--- src/rtl/tpvc_pkg.sv ---
// Shared types, register indexes and constants of the three-point valve controller.
// No dependencies; used by tpvc_step and three_point_valve_controller.
package tpvc_pkg;

    // Field widths
    localparam int TICK_W   = 32;
    localparam int TEMP_W   = 12;
    localparam int POS_W    = 20;
    localparam int BAND_W   = 11;
    localparam int DELAY_W  = 24;
    localparam int CFG_IDX_W  = 3;
    localparam int CFG_DATA_W = 24;

    // Configuration register indexes
    localparam logic [CFG_IDX_W-1:0] REG_TRAVEL_TIME = 3'd0;
    localparam logic [CFG_IDX_W-1:0] REG_TARGET_TEMP = 3'd1;
    localparam logic [CFG_IDX_W-1:0] REG_BAND_HALF   = 3'd2;
    localparam logic [CFG_IDX_W-1:0] REG_ALARM_TEMP  = 3'd3;
    localparam logic [CFG_IDX_W-1:0] REG_SETTLE      = 3'd4;
    localparam logic [CFG_IDX_W-1:0] REG_PULSE       = 3'd5;

    // Register reset values
    localparam logic [POS_W-1:0]   TRAVEL_RESET = 20'd60000;
    localparam logic [TEMP_W-1:0]  TARGET_RESET = 12'd640;
    localparam logic [BAND_W-1:0]  BAND_RESET   = 11'd16;
    localparam logic [TEMP_W-1:0]  ALARM_RESET  = 12'd1280;
    localparam logic [DELAY_W-1:0] SETTLE_RESET = 24'd60000;
    localparam logic [DELAY_W-1:0] PULSE_RESET  = 24'd5000;

    // Reported mode codes
    localparam logic [1:0] MODE_HOLD    = 2'd0;
    localparam logic [1:0] MODE_CLOSING = 2'd1;
    localparam logic [1:0] MODE_OPENING = 2'd2;
    localparam logic [1:0] MODE_HOMING  = 2'd3;

    // Pin pair: bit 0 open pin level, bit 1 close pin level (active low)
    localparam logic [1:0] PINS_HOLD  = 2'b11;
    localparam logic [1:0] PINS_CLOSE = 2'b01;
    localparam logic [1:0] PINS_OPEN  = 2'b10;

    typedef enum logic [3:0] {
        ST_HOLD    = 4'b0001,
        ST_CLOSING = 4'b0010,
        ST_OPENING = 4'b0100,
        ST_HOMING  = 4'b1000
    } ctrl_state_t;

    typedef struct packed {
        ctrl_state_t         mode;
        logic [1:0]          pins;
        logic [POS_W-1:0]    pos;
        logic [TICK_W-1:0]   last_tick;
        logic [TICK_W-1:0]   last_change;
    } tpvc_state_t;

    typedef struct packed {
        logic [POS_W-1:0]    travel_time;
        logic [TEMP_W-1:0]   target_temp;
        logic [BAND_W-1:0]   band_half;
        logic [TEMP_W-1:0]   alarm_temp;
        logic [DELAY_W-1:0]  settle;
        logic [DELAY_W-1:0]  pulse;
    } tpvc_cfg_t;

    function automatic logic [1:0] mode_code(input ctrl_state_t st);
        logic [1:0] code;
        case (st)
            ST_HOLD:    code = MODE_HOLD;
            ST_CLOSING: code = MODE_CLOSING;
            ST_OPENING: code = MODE_OPENING;
            ST_HOMING:  code = MODE_HOMING;
            default:    code = MODE_HOLD;
        endcase
        return code;
    endfunction

endpackage

--- src/rtl/tpvc_step.sv ---
// Next-state logic of the valve controller for one control cycle request.
// Depends on tpvc_pkg for the state and configuration structs.
module tpvc_step (
    input  tpvc_pkg::tpvc_cfg_t               cfg,
    input  tpvc_pkg::tpvc_state_t             cur,
    input  logic [tpvc_pkg::TICK_W-1:0]       now_ms,
    input  logic signed [tpvc_pkg::TEMP_W-1:0] temperature,
    output tpvc_pkg::tpvc_state_t             nxt
);
    import tpvc_pkg::*;

    logic [TICK_W-1:0]  elapsed;
    logic [TICK_W-1:0]  since;
    logic [TICK_W:0]    pos_sum;
    logic [POS_W-1:0]   pos_dec;
    logic [TICK_W:0]    pos_mv;
    logic [POS_W-1:0]   pos_new;
    logic [TICK_W+2:0]  since_x5;
    logic [POS_W+2:0]   travel_x6;
    logic               alarm;
    logic               home_done;
    logic signed [TEMP_W:0] err;
    logic [TEMP_W:0]    mag;
    logic               outside_band;
    logic               settled;
    logic               pulse_over;

    // Elapsed and settle times, both wrap with the timestamp
    assign elapsed = now_ms - cur.last_tick;
    assign since   = now_ms - cur.last_change;

    // Position estimate candidates
    assign pos_sum = {{(TICK_W+1-POS_W){1'b0}}, cur.pos} + {1'b0, elapsed};
    assign pos_dec = (elapsed >= {{(TICK_W-POS_W){1'b0}}, cur.pos}) ? '0
                   : cur.pos - elapsed[POS_W-1:0];

    always_comb begin
        case (cur.mode)
            ST_CLOSING, ST_HOMING: pos_mv = {{(TICK_W+1-POS_W){1'b0}}, pos_dec};
            ST_OPENING:            pos_mv = pos_sum;
            default:               pos_mv = {{(TICK_W+1-POS_W){1'b0}}, cur.pos};
        endcase
    end

    // Clamp to the stroke in every mode
    assign pos_new = (pos_mv > {{(TICK_W+1-POS_W){1'b0}}, cfg.travel_time})
                   ? cfg.travel_time : pos_mv[POS_W-1:0];

    // Homing lasts 1.2 strokes: since * 5 > travel * 6
    assign since_x5  = {3'b000, since} + {1'b0, since, 2'b00};
    assign travel_x6 = {1'b0, cfg.travel_time, 2'b00} + {2'b00, cfg.travel_time, 1'b0};
    assign home_done = since_x5 > {{(TICK_W-POS_W){1'b0}}, travel_x6};

    assign alarm = temperature > $signed(cfg.alarm_temp);

    // Hysteresis decision; an error on the band edge stays in the band
    assign err = {temperature[TEMP_W-1], temperature}
               - {cfg.target_temp[TEMP_W-1], cfg.target_temp};
    assign mag = err[TEMP_W] ? (~err + 1'b1) : err;
    assign outside_band = mag > {2'b00, cfg.band_half};

    assign settled    = since > {{(TICK_W-DELAY_W){1'b0}}, cfg.settle};
    assign pulse_over = since > {{(TICK_W-DELAY_W){1'b0}}, cfg.pulse};

    always_comb begin
        logic done;
        nxt  = cur;
        done = 1'b0;
        if (now_ms < cur.last_tick) begin
            // Timestamp went backwards: resynchronise only
            nxt.last_tick   = now_ms;
            nxt.last_change = now_ms;
        end else begin
            nxt.last_tick = now_ms;
            nxt.pos       = pos_new;
            if (alarm) begin
                // Restart homing with a close move unless the estimate is already shut
                if (pos_new == '0) begin
                    nxt.pins = PINS_HOLD;
                end else begin
                    nxt.pins = PINS_CLOSE;
                end
                nxt.mode        = ST_HOMING;
                nxt.pos         = cfg.travel_time;
                nxt.last_change = now_ms;
                done            = 1'b1;
            end else if (cur.mode == ST_HOMING) begin
                if (home_done) begin
                    nxt.pos  = '0;
                    nxt.pins = PINS_HOLD;
                    nxt.mode = ST_HOLD;
                end else begin
                    nxt.pins = (pos_new == '0) ? PINS_HOLD : PINS_CLOSE;
                    nxt.mode = ST_HOMING;
                    done     = 1'b1;
                end
            end

            if (!done) begin
                if (settled) begin
                    if (outside_band && !err[TEMP_W]) begin
                        // Too warm: close unless already shut
                        if (nxt.pos == '0) begin
                            nxt.pins = PINS_HOLD;
                            nxt.mode = ST_HOLD;
                        end else begin
                            nxt.pins = PINS_CLOSE;
                            nxt.mode = ST_CLOSING;
                        end
                    end else if (outside_band) begin
                        // Too cold: open unless already at full travel
                        if (nxt.pos >= cfg.travel_time) begin
                            nxt.pins = PINS_HOLD;
                            nxt.mode = ST_HOLD;
                        end else begin
                            nxt.pins = PINS_OPEN;
                            nxt.mode = ST_OPENING;
                        end
                    end else begin
                        nxt.pins = PINS_HOLD;
                        nxt.mode = ST_HOLD;
                    end
                end else if (pulse_over) begin
                    // Stop a running move
                    if (nxt.mode == ST_CLOSING || nxt.mode == ST_OPENING) begin
                        nxt.pins = PINS_HOLD;
                        nxt.mode = ST_HOLD;
                    end
                end
                if (nxt.mode != cur.mode) begin
                    nxt.last_change = now_ms;
                end
            end
        end
    end

endmodule

--- src/rtl/three_point_valve_controller.sv ---
// Top level of the three-point valve controller: request handshakes, registers, state.
// Depends on tpvc_pkg and tpvc_step.
//
// Each request carries a millisecond timestamp and a temperature and yields one result
// with the two active-low actuator pin levels, the mode and the position estimate. A new
// request is taken every clock unless the result side holds off while the input register
// is full. A request is captured in the input register and its result in the result
// register, with the step logic between them. When the result side holds off, the result
// register holds and the input register holds once it is full. The step logic includes
// 32-bit compare-and-subtract paths plus a 35-bit compare for the homing time.
// Configuration writes are taken every cycle and ought only to be issued while no
// request is in flight; after reset the position estimate equals the travel time reset
// value and the block starts in homing.
module three_point_valve_controller (
    input  logic                                aclk,
    input  logic                                aresetn,
    // Configuration write channel
    input  logic                                cfg_valid,
    output logic                                cfg_ready,
    input  logic [tpvc_pkg::CFG_IDX_W-1:0]      cfg_index,
    input  logic [tpvc_pkg::CFG_DATA_W-1:0]     cfg_data,
    // Request channel
    input  logic                                s_valid,
    output logic                                s_ready,
    input  logic [tpvc_pkg::TICK_W-1:0]         s_now_ms,
    input  logic signed [tpvc_pkg::TEMP_W-1:0]  s_temperature,
    // Result channel
    output logic                                m_valid,
    input  logic                                m_ready,
    output logic                                m_open_pin_level,
    output logic                                m_close_pin_level,
    output logic [1:0]                          m_mode,
    output logic [tpvc_pkg::POS_W-1:0]          m_position_ms
);
    import tpvc_pkg::*;

    tpvc_cfg_t              cfg_reg;
    tpvc_state_t            state_reg;
    tpvc_state_t            state_next;
    logic                   in_valid_reg;
    logic [TICK_W-1:0]      now_reg;
    logic signed [TEMP_W-1:0] temp_reg;
    logic                   out_valid_reg;
    logic                   open_reg;
    logic                   close_reg;
    logic [1:0]             mode_reg;
    logic [POS_W-1:0]       pos_reg;
    logic                   advance;

    // Advance when the result register is free or being drained
    assign advance   = !out_valid_reg || m_ready;
    assign s_ready   = advance || !in_valid_reg;
    assign cfg_ready = 1'b1;

    // Configuration registers
    always_ff @(posedge aclk) begin
        if (!aresetn) begin
            cfg_reg.travel_time <= TRAVEL_RESET;
            cfg_reg.target_temp <= TARGET_RESET;
            cfg_reg.band_half   <= BAND_RESET;
            cfg_reg.alarm_temp  <= ALARM_RESET;
            cfg_reg.settle      <= SETTLE_RESET;
            cfg_reg.pulse       <= PULSE_RESET;
        end else if (cfg_valid && cfg_ready) begin
            case (cfg_index)
                REG_TRAVEL_TIME: cfg_reg.travel_time <= cfg_data[POS_W-1:0];
                REG_TARGET_TEMP: cfg_reg.target_temp <= cfg_data[TEMP_W-1:0];
                REG_BAND_HALF:   cfg_reg.band_half   <= cfg_data[BAND_W-1:0];
                REG_ALARM_TEMP:  cfg_reg.alarm_temp  <= cfg_data[TEMP_W-1:0];
                REG_SETTLE:      cfg_reg.settle      <= cfg_data[DELAY_W-1:0];
                REG_PULSE:       cfg_reg.pulse       <= cfg_data[DELAY_W-1:0];
                default: ;
            endcase
        end
    end

    // Input register
    always_ff @(posedge aclk) begin
        if (!aresetn) begin
            in_valid_reg <= 1'b0;
        end else if (s_ready) begin
            in_valid_reg <= s_valid;
        end
    end

    always_ff @(posedge aclk) begin
        if (s_valid && s_ready) begin
            now_reg  <= s_now_ms;
            temp_reg <= s_temperature;
        end
    end

    tpvc_step u_step (
        .cfg         (cfg_reg),
        .cur         (state_reg),
        .now_ms      (now_reg),
        .temperature (temp_reg),
        .nxt         (state_next)
    );

    // Controller state: update once per request leaving the input register
    always_ff @(posedge aclk) begin
        if (!aresetn) begin
            state_reg.mode        <= ST_HOMING;
            state_reg.pins        <= PINS_HOLD;
            state_reg.pos         <= TRAVEL_RESET;
            state_reg.last_tick   <= '0;
            state_reg.last_change <= '0;
        end else if (in_valid_reg && advance) begin
            state_reg <= state_next;
        end
    end

    // Result register
    always_ff @(posedge aclk) begin
        if (!aresetn) begin
            out_valid_reg <= 1'b0;
        end else if (advance) begin
            out_valid_reg <= in_valid_reg;
        end
    end

    always_ff @(posedge aclk) begin
        if (in_valid_reg && advance) begin
            open_reg  <= state_next.pins[0];
            close_reg <= state_next.pins[1];
            mode_reg  <= mode_code(state_next.mode);
            pos_reg   <= state_next.pos;
        end
    end

    assign m_valid           = out_valid_reg;
    assign m_open_pin_level  = open_reg;
    assign m_close_pin_level = close_reg;
    assign m_mode            = mode_reg;
    assign m_position_ms     = pos_reg;

    // Never drive both actuator pins at once
    assert property (@(posedge aclk) disable iff (!aresetn)
        m_valid |-> (m_open_pin_level || m_close_pin_level))
        else $error("both valve pins driven active");

    // An opening result drives only the open pin
    assert property (@(posedge aclk) disable iff (!aresetn)
        (m_valid && m_mode == MODE_OPENING) |-> (!m_open_pin_level && m_close_pin_level))
        else $error("opening mode without open drive");

    // A new result only follows a request held in the input register
    assert property (@(posedge aclk) disable iff (!aresetn)
        $rose(m_valid) |-> $past(in_valid_reg))
        else $error("result without a request");

endmodule
--- config.mk ---
export PLATFORM = sky130hd
export DESIGN_NAME = three_point_valve_controller
export DESIGN_NICKNAME = d
export VERILOG_FILES = /design/src/rtl/tpvc_pkg.sv /design/src/rtl/tpvc_step.sv /design/src/rtl/three_point_valve_controller.sv
export SDC_FILE = /design/constraint.sdc
export NUM_CORES = 1
export LEC_CHECK = 0
export BUFFER_PORTS_ARGS = -buffer_cell sky130_fd_sc_hd__buf_2
export CAP_MARGIN = 15
export CORE_MARGIN = 2
export CORE_UTILIZATION = 55
export CTS_CLUSTER_SIZE = 8
export DETAILED_ROUTE_END_ITERATION = 12
export GPL_TIMING_DRIVEN = 0
export PLACE_DENSITY = 0.83
export SYNTH_ARGS = -nofsm -noshare
export SYNTH_HDL_FRONTEND = slang
export SYNTH_SLANG_ARGS = --single-unit
--- constraint.sdc ---
create_clock -name aclk -period 17.7 [get_ports aclk]
set_input_delay 2.655 -clock aclk [delete_from_list [all_inputs] [get_ports aclk]]
set_output_delay 2.655 -clock aclk [all_outputs]
set_load 0.02 [all_outputs]
# Word level (Yosys, flattened, before mapping)

Cells that the tools add are included.

Output and inout bits: 27
ROM bits: 0
Input bits: 76
Bits in latches: 0
Memories: 0
Flip-flop bits (word level): 263
RAM bits: 0
Word-level logic and storage cells: 100

Shift operators: 0
Reduce and logical (&&, ||, !) cells: 19
Bitwise gates (word level): 1
Magnitude comparators: 9
$mul: 0
Div/mod/pow operators: 0
Equal/unequal tests: 14
Add/subtract/negate cells: 8
Mux-type cells: 30

Operators with widths:

| operator                | number |
|---|---|
| $mux W32                | 4 |
| $mux W26                | 4 |
| $pmux W33 S2            | 1 |
| $gt A32 B24 Y1          | 2 |
| $sub A32 B32 Y32        | 2 |
| $mux W20                | 3 |
| $mux W6                 | 8 |
| $logic_not A20 Y1       | 2 |
| $add A32 B34 Y35        | 1 |
| $gt A35 B23 Y1          | 1 |
| $add A20 B32 Y33        | 1 |
| $gt A33 B20 Y1          | 1 |
| $ge A32 B20 Y1          | 1 |
| $lt A32 B32 Y1          | 1 |
| $add A22 B21 Y23        | 1 |
| $ge A20 B20 Y1          | 1 |
| $sub A20 B20 Y20        | 1 |
| $add A13 B1 Y13 const B | 1 |
| $gt A13 B11 Y1          | 1 |
| $mux W13                | 1 |
| $not A13 Y13            | 1 |
| $sub A12 B12 Y13        | 1 |
| $eq A4 B2 Y1 const B    | 3 |
| $eq A4 B3 Y1 const B    | 3 |
| other kinds (17)        | 35 |

# Depth between registers and ports, before layout

Depth in word-level cells: 23
Gate-level depth with buffers: 54
Mapped depth without buffers: 51

# Hierarchy

A second synthesis with hierarchy kept.

Cell total of the unflattened synthesis: 3057
Area, all modules: 24574.8 um^2

Modules (own cells, without submodules):

| module                       | cells an instance | area each (um^2) | times used |
|---|---|---|---|
| tpvc_step                    | 2193              | 15428.5          | 1 |
| three_point_valve_controller | 864               | 9146.3           | 1 |

# Worst setup path after synthesis

OpenSTA, ideal clock, no wires.

Path type: reg2reg
From: reg now_reg[0]
To: reg state_reg[10] in the netlist's numbering
Path slack: 7.879 ns
Arrival: 9.750 ns
Cell stages (with the launch flop): 51
Period minus slack after synthesis: 9.821 ns
Buffers on the path: 4
Data required time: 17.628 ns
Cells stage by stage: edfxtp_1 -> inv_1 -> ha_1 -> inv_1 -> fa_1 -> a21o_1 -> a221o_1 -> o211a_1 -> or2_2 -> a31oi_1 -> xnor2_1 -> ha_1 -> clkbuf_1 -> nand2_1 -> nor3_1 -> o21ai_0 -> o2111ai_1 -> nor4_1 -> (+15 left out) -> nand2b_1 -> a21oi_1 -> nor2b_1 -> o21ai_0 -> a21oi_1 -> o41ai_1 -> o21ai_0 -> a2111oi_0 -> o21ai_0 -> and3b_1 -> clkbuf_1 -> a21oi_1 -> nor2_1 -> a41oi_1 -> a41o_1 -> a21oi_4 -> buf_6 -> mux2i_1

Longest elaborated chain between the ends: 21

RTL lines:

| element                                            | line                                | source |
|---|---|---|
| from (decl)                                        | three_point_valve_controller.sv:41  | `logic [TICK_W-1:0] now_reg;` |
| from (signal assigned)                             | three_point_valve_controller.sv:88  | `now_reg <= s_now_ms;` |
| $sub A32 B32 Y32                                   | tpvc_step.sv:29                     | `assign elapsed = now_ms - cur.last_tick;` |
| $ge A32 B20 Y1 or $sub A20 B20 Y20 (tied branches) | tpvc_step.sv:34, tpvc_step.sv:35    |  |
| $mux W20                                           | tpvc_step.sv:34                     | `assign pos_dec = (elapsed >= {{(TICK_W-POS_W){1'b0}}, cur.pos}) ? '0` |
| $pmux W33 S2                                       | tpvc_step.sv:38                     | `case (cur.mode)` |
| $gt A33 B20 Y1                                     | tpvc_step.sv:46                     | `assign pos_new = (pos_mv > {{(TICK_W+1-POS_W){1'b0}}, cfg.travel_time})` |
| $mux W20                                           | tpvc_step.sv:47                     | `? cfg.travel_time : pos_mv[POS_W-1:0];` |
| $mux W20                                           | tpvc_step.sv:88                     | `if (home_done) begin` |
| $mux W26                                           | tpvc_step.sv:87                     | `end else if (cur.mode == ST_HOMING) begin` |
| (+5 left out)                                      | --                                  |  |
| $mux W6                                            | tpvc_step.sv:101                    | `if (outside_band && !err[TEMP_W]) begin` |
| $mux W6                                            | tpvc_step.sv:100                    | `if (settled) begin` |
| $mux W6                                            | tpvc_step.sv:99                     | `if (!done) begin` |
| $mux W6                                            | tpvc_step.sv:69                     | `if (now_ms < cur.last_tick) begin` |
| $ne A4 B4 Y1                                       | tpvc_step.sv:130                    | `if (nxt.mode != cur.mode) begin` |
| $mux W32                                           | tpvc_step.sv:130                    |  |
| $mux W32                                           | tpvc_step.sv:99                     |  |
| $mux W32 (*)                                       | tpvc_step.sv:69                     |  |
| to (signal assigned)                               | three_point_valve_controller.sv:110 | `state_reg <= state_next;` |
| to (decl)                                          | three_point_valve_controller.sv:38  | `tpvc_state_t state_reg;` |

Every way passes the cells marked *; elsewhere a longest branch is shown, timed or not. The select of a mux whose other input is x is not followed.
A chain may end at the register's enable or synchronous reset.

# Final worst setup path

From: reg now_reg[0]
To: reg state_reg[16] in the netlist's numbering

Same word-level chain as after synthesis.

==> impl_metrics.env <==
export IMPL_grt_pass1_vias=21300
export IMPL_synth_async_reset_ratio=0
export IMPL_routed_wl_um=68730
export IMPL_fin_skew_ns=0.02721
export IMPL_postCtsHoldBufs=0
export IMPL_max_freq_mhz=77.77
export IMPL_routedWlPerCell_um=18.42
export IMPL_dr_wl_met2_um=30370
export IMPL_core_um2=42790
export IMPL_antenna_found_initial=0
export IMPL_required_ns=18.17
export IMPL_fp_row_count=76
export IMPL_fp_dieW_um=211.7
export IMPL_syn_cell_area_um2=23720
export IMPL_clock_path_buffers=3
export IMPL_fin_crit_sh=0.7265
export IMPL_overflow=0
export IMPL_synth_edf_count=68
export IMPL_syn_inst=3021
export IMPL_drc_errors=0
export IMPL_largest_register_ffs=103
export IMPL_cts_post_setup_buffers_inserted=0
export IMPL_syn_to_final_growth_pct=9.952
export IMPL_clock_root_buffer="clkbuf_16"
export IMPL_min_period_ns=12.86
export IMPL_start_util=0.5544
export IMPL_multi_input_area_um2=16270
export IMPL_timing_critical_path_mode_cell="o21ai_0"
export IMPL_grt_pass1_wl_um=109800
export IMPL_yosysSeqAreaShare=0.2506
export IMPL_via_count=22640
export IMPL_io_pins=103
export IMPL_hold_class="flip-flop to flip-flop"
export IMPL_arrival_ns=13.33
export IMPL_slew_viol_final=0
export IMPL_post_cts_resized=0
export IMPL_drt_iter0_drc=2002
export IMPL_final_nets=3565
export IMPL_port_buffers=100
export IMPL_grt_usage=0.3085
export IMPL_maxUsedRoutingLayer="met4"
export IMPL_clk_latency_ns=0.56
export IMPL_syn_area_per_cell_um2=7.853
export IMPL_n_antenna_cell=0
export IMPL_fp_dieArea_um2=44810
export IMPL_route_met3_wl_um=5937
export IMPL_ant_nets=0
export IMPL_power_leakage_nw=10.64
export IMPL_routed_via_density=6.066
export IMPL_cpMaxStageDelayCell="a211oi_1"
export IMPL_max_cap_violations=0
export IMPL_nFillCells=3764
export IMPL_die_y_um=211.7
export IMPL_wl_met1_um=28910
export IMPL_hpwl_um=54190
export IMPL_rsz0062_at_grt="no"
export IMPL_worst_setup_path_type="flip-flop to flip-flop"
export IMPL_ys_types=88
export IMPL_worst_setup_path_start_kind="flip-flop"
export IMPL_clock_sinks=263
export IMPL_routabilityCongestion=1.003
export IMPL_cts_tree="done"
export IMPL_syn_nets=3422
export IMPL_regArea_um2=5946
export IMPL_slowest_delay_ns=0.50
export IMPL_cp_end_kind="flip-flop"
export IMPL_cts_clk_slew_worst_paths_ns=0.05
export IMPL_fin_setup_tns_ns=0
export IMPL_cts_buffers=40
export IMPL_tightest_slew_ns=1.117
export IMPL_status="completed"
export IMPL_p_per_area_nw_per_um2=97.49
export IMPL_htreeDepth=2
export IMPL_drive_above_1_share=0.06623
export IMPL_firstDrtPassIters=6
export IMPL_yosys_warnings=0
export IMPL_slew_headroom=0.2489
export IMPL_setup_viol=0
export IMPL_hold_viol=0
export IMPL_worst_path_max_fanout=10
export IMPL_finalHoldWorstSlack_ns=0.4602
export IMPL_synth_main_ff_cell="dfxtp_1"
export IMPL_worst_ir_drop_vdd_mv=0.08161
export IMPL_synth_seq_cells=263
export IMPL_grt_max_degree=34
-- area by class of cell --
class                      count  share of cell area
clock buffer                  58             0.04178
timing repair buffer         101             0.01995
multi-input combinational   2366              0.6238
tap                          546             0.02619
sequential                   263              0.2279
buffer                       117             0.01832
clock inverter                 6            0.002494
inverter                     275             0.03957
-- synthesized netlist by cell type (22+ instances only) --
master,number,share of area
o211ai_1,56,0.018
o21a_1,36,0.011
ha_1,318,0.17
o21bai_1,29,0.0092
nand2b_1,25,0.0066
nor3_1,43,0.0091
nand2_1,470,0.074
nor2b_1,38,0.010
o21ai_0,137,0.029
a21oi_1,203,0.043
mux2i_1,39,0.016
inv_1,274,0.043
xnor2_1,90,0.033
nand4_1,42,0.011
nand3_1,44,0.0093
a21o_1,64,0.020
edfxtp_1,68,0.086
dfxtp_1,195,0.16
a21boi_0,127,0.040
a211oi_1,32,0.010
xor2_1,51,0.019
a22o_1,22,0.0081
and3_1,22,0.0058
nor2_1,179,0.028
clkbuf_1,98,0.016
-- layer usage --
metal | GRT usage | vias to the layer above
li1 | - | 11020
met1 | 0.3983 | 10420
met2 | 0.4992 | 961
met3 | 0.05296 | 234
met4 | 0.1518 | 0
met5 | 0 | -
-- where the power goes --
| part | total, mW | switching (mW) | internal [mW] |
|---|---|---|---|
| clock network | 0.722 | 0.285 | 0.437 |
| registers | 0.670 | 0.0229 | 0.648 |
| logic | 1.15 | 0.707 | 0.444 |
-- critical path, delay by kind of cell (launching register included) --
family	cells	cell delay, ns
buffers and inverters	7	1.51
DFF	1	0.47
xor gates and xnor gates	1	0.32
AOI/OAI and AO/OA	25	6.02
muxes	1	0.23
and+or+nand+nor	12	2.63
adders and majority gates	5	1.57
-- cell usage in the layout, fill, tap and decap left out, types with 36 or more instances in the layout --
master       n
dfxtp_1    195
xnor2_1     90
clkbuf_1   114
xor2_1      51
edfxtp_1    68
mux2i_1     39
o21a_1      36
o211ai_1    56
a21oi_1    203
o21ai_0    137
nand4_1     42
buf_2      109
clkbuf_16   41
nor2_1     179
a21boi_0   127
nor2b_1     38
nand2_1    470
a21o_1      64
nor3_1      43
nand3_1     44
ha_1       318
inv_1      274
-- logic make-up after synthesis --
logic type / Yosys count / share of synthesized area
buf+inv: 392 / 0.06360
fa+ha+maj: 325 / 0.1736
other cells: 1 / 0.0001581
mux: 57 / 0.02500
flops: 263 / 0.2506
compound gates: 866 / 0.2461
xor+xnor: 142 / 0.05274
simple gates: 975 / 0.1881
-- metrics by stage --
stage / power (mW) / utilization / cells / setup WS, ns / instance area [um2]
after floorplan: 1.515 / - / 3021 / 7.879 / 23720
after global routing: 2.694 / 0.6096 / 3732 / 4.210 / 26090
after detailed placement: 1.795 / 0.5826 / 3668 / 5.217 / 24930
after global placement: 1.778 / 0.5821 / 3667 / 5.364 / 24910
after CTS: 2.522 / 0.6096 / 3732 / 5.177 / 26090
final: 2.543 / 0.6096 / 3732 / 4.841 / 26090
-- worst paths after layout --
check | end | depth (start not counted) | slack, ns | start
worst min-delay path | state_reg[29] | 2 | 0.46 | state_reg[29]
worst max-delay path | state_reg[16] | 51 | 4.84 | now_reg[0]
worst max register to register | state_reg[16] | 51 | 4.84 | now_reg[0]
worst min register to register | state_reg[29] | 2 | 0.46 | state_reg[29]
Note: power is estimated with default switching activity, not from simulation.
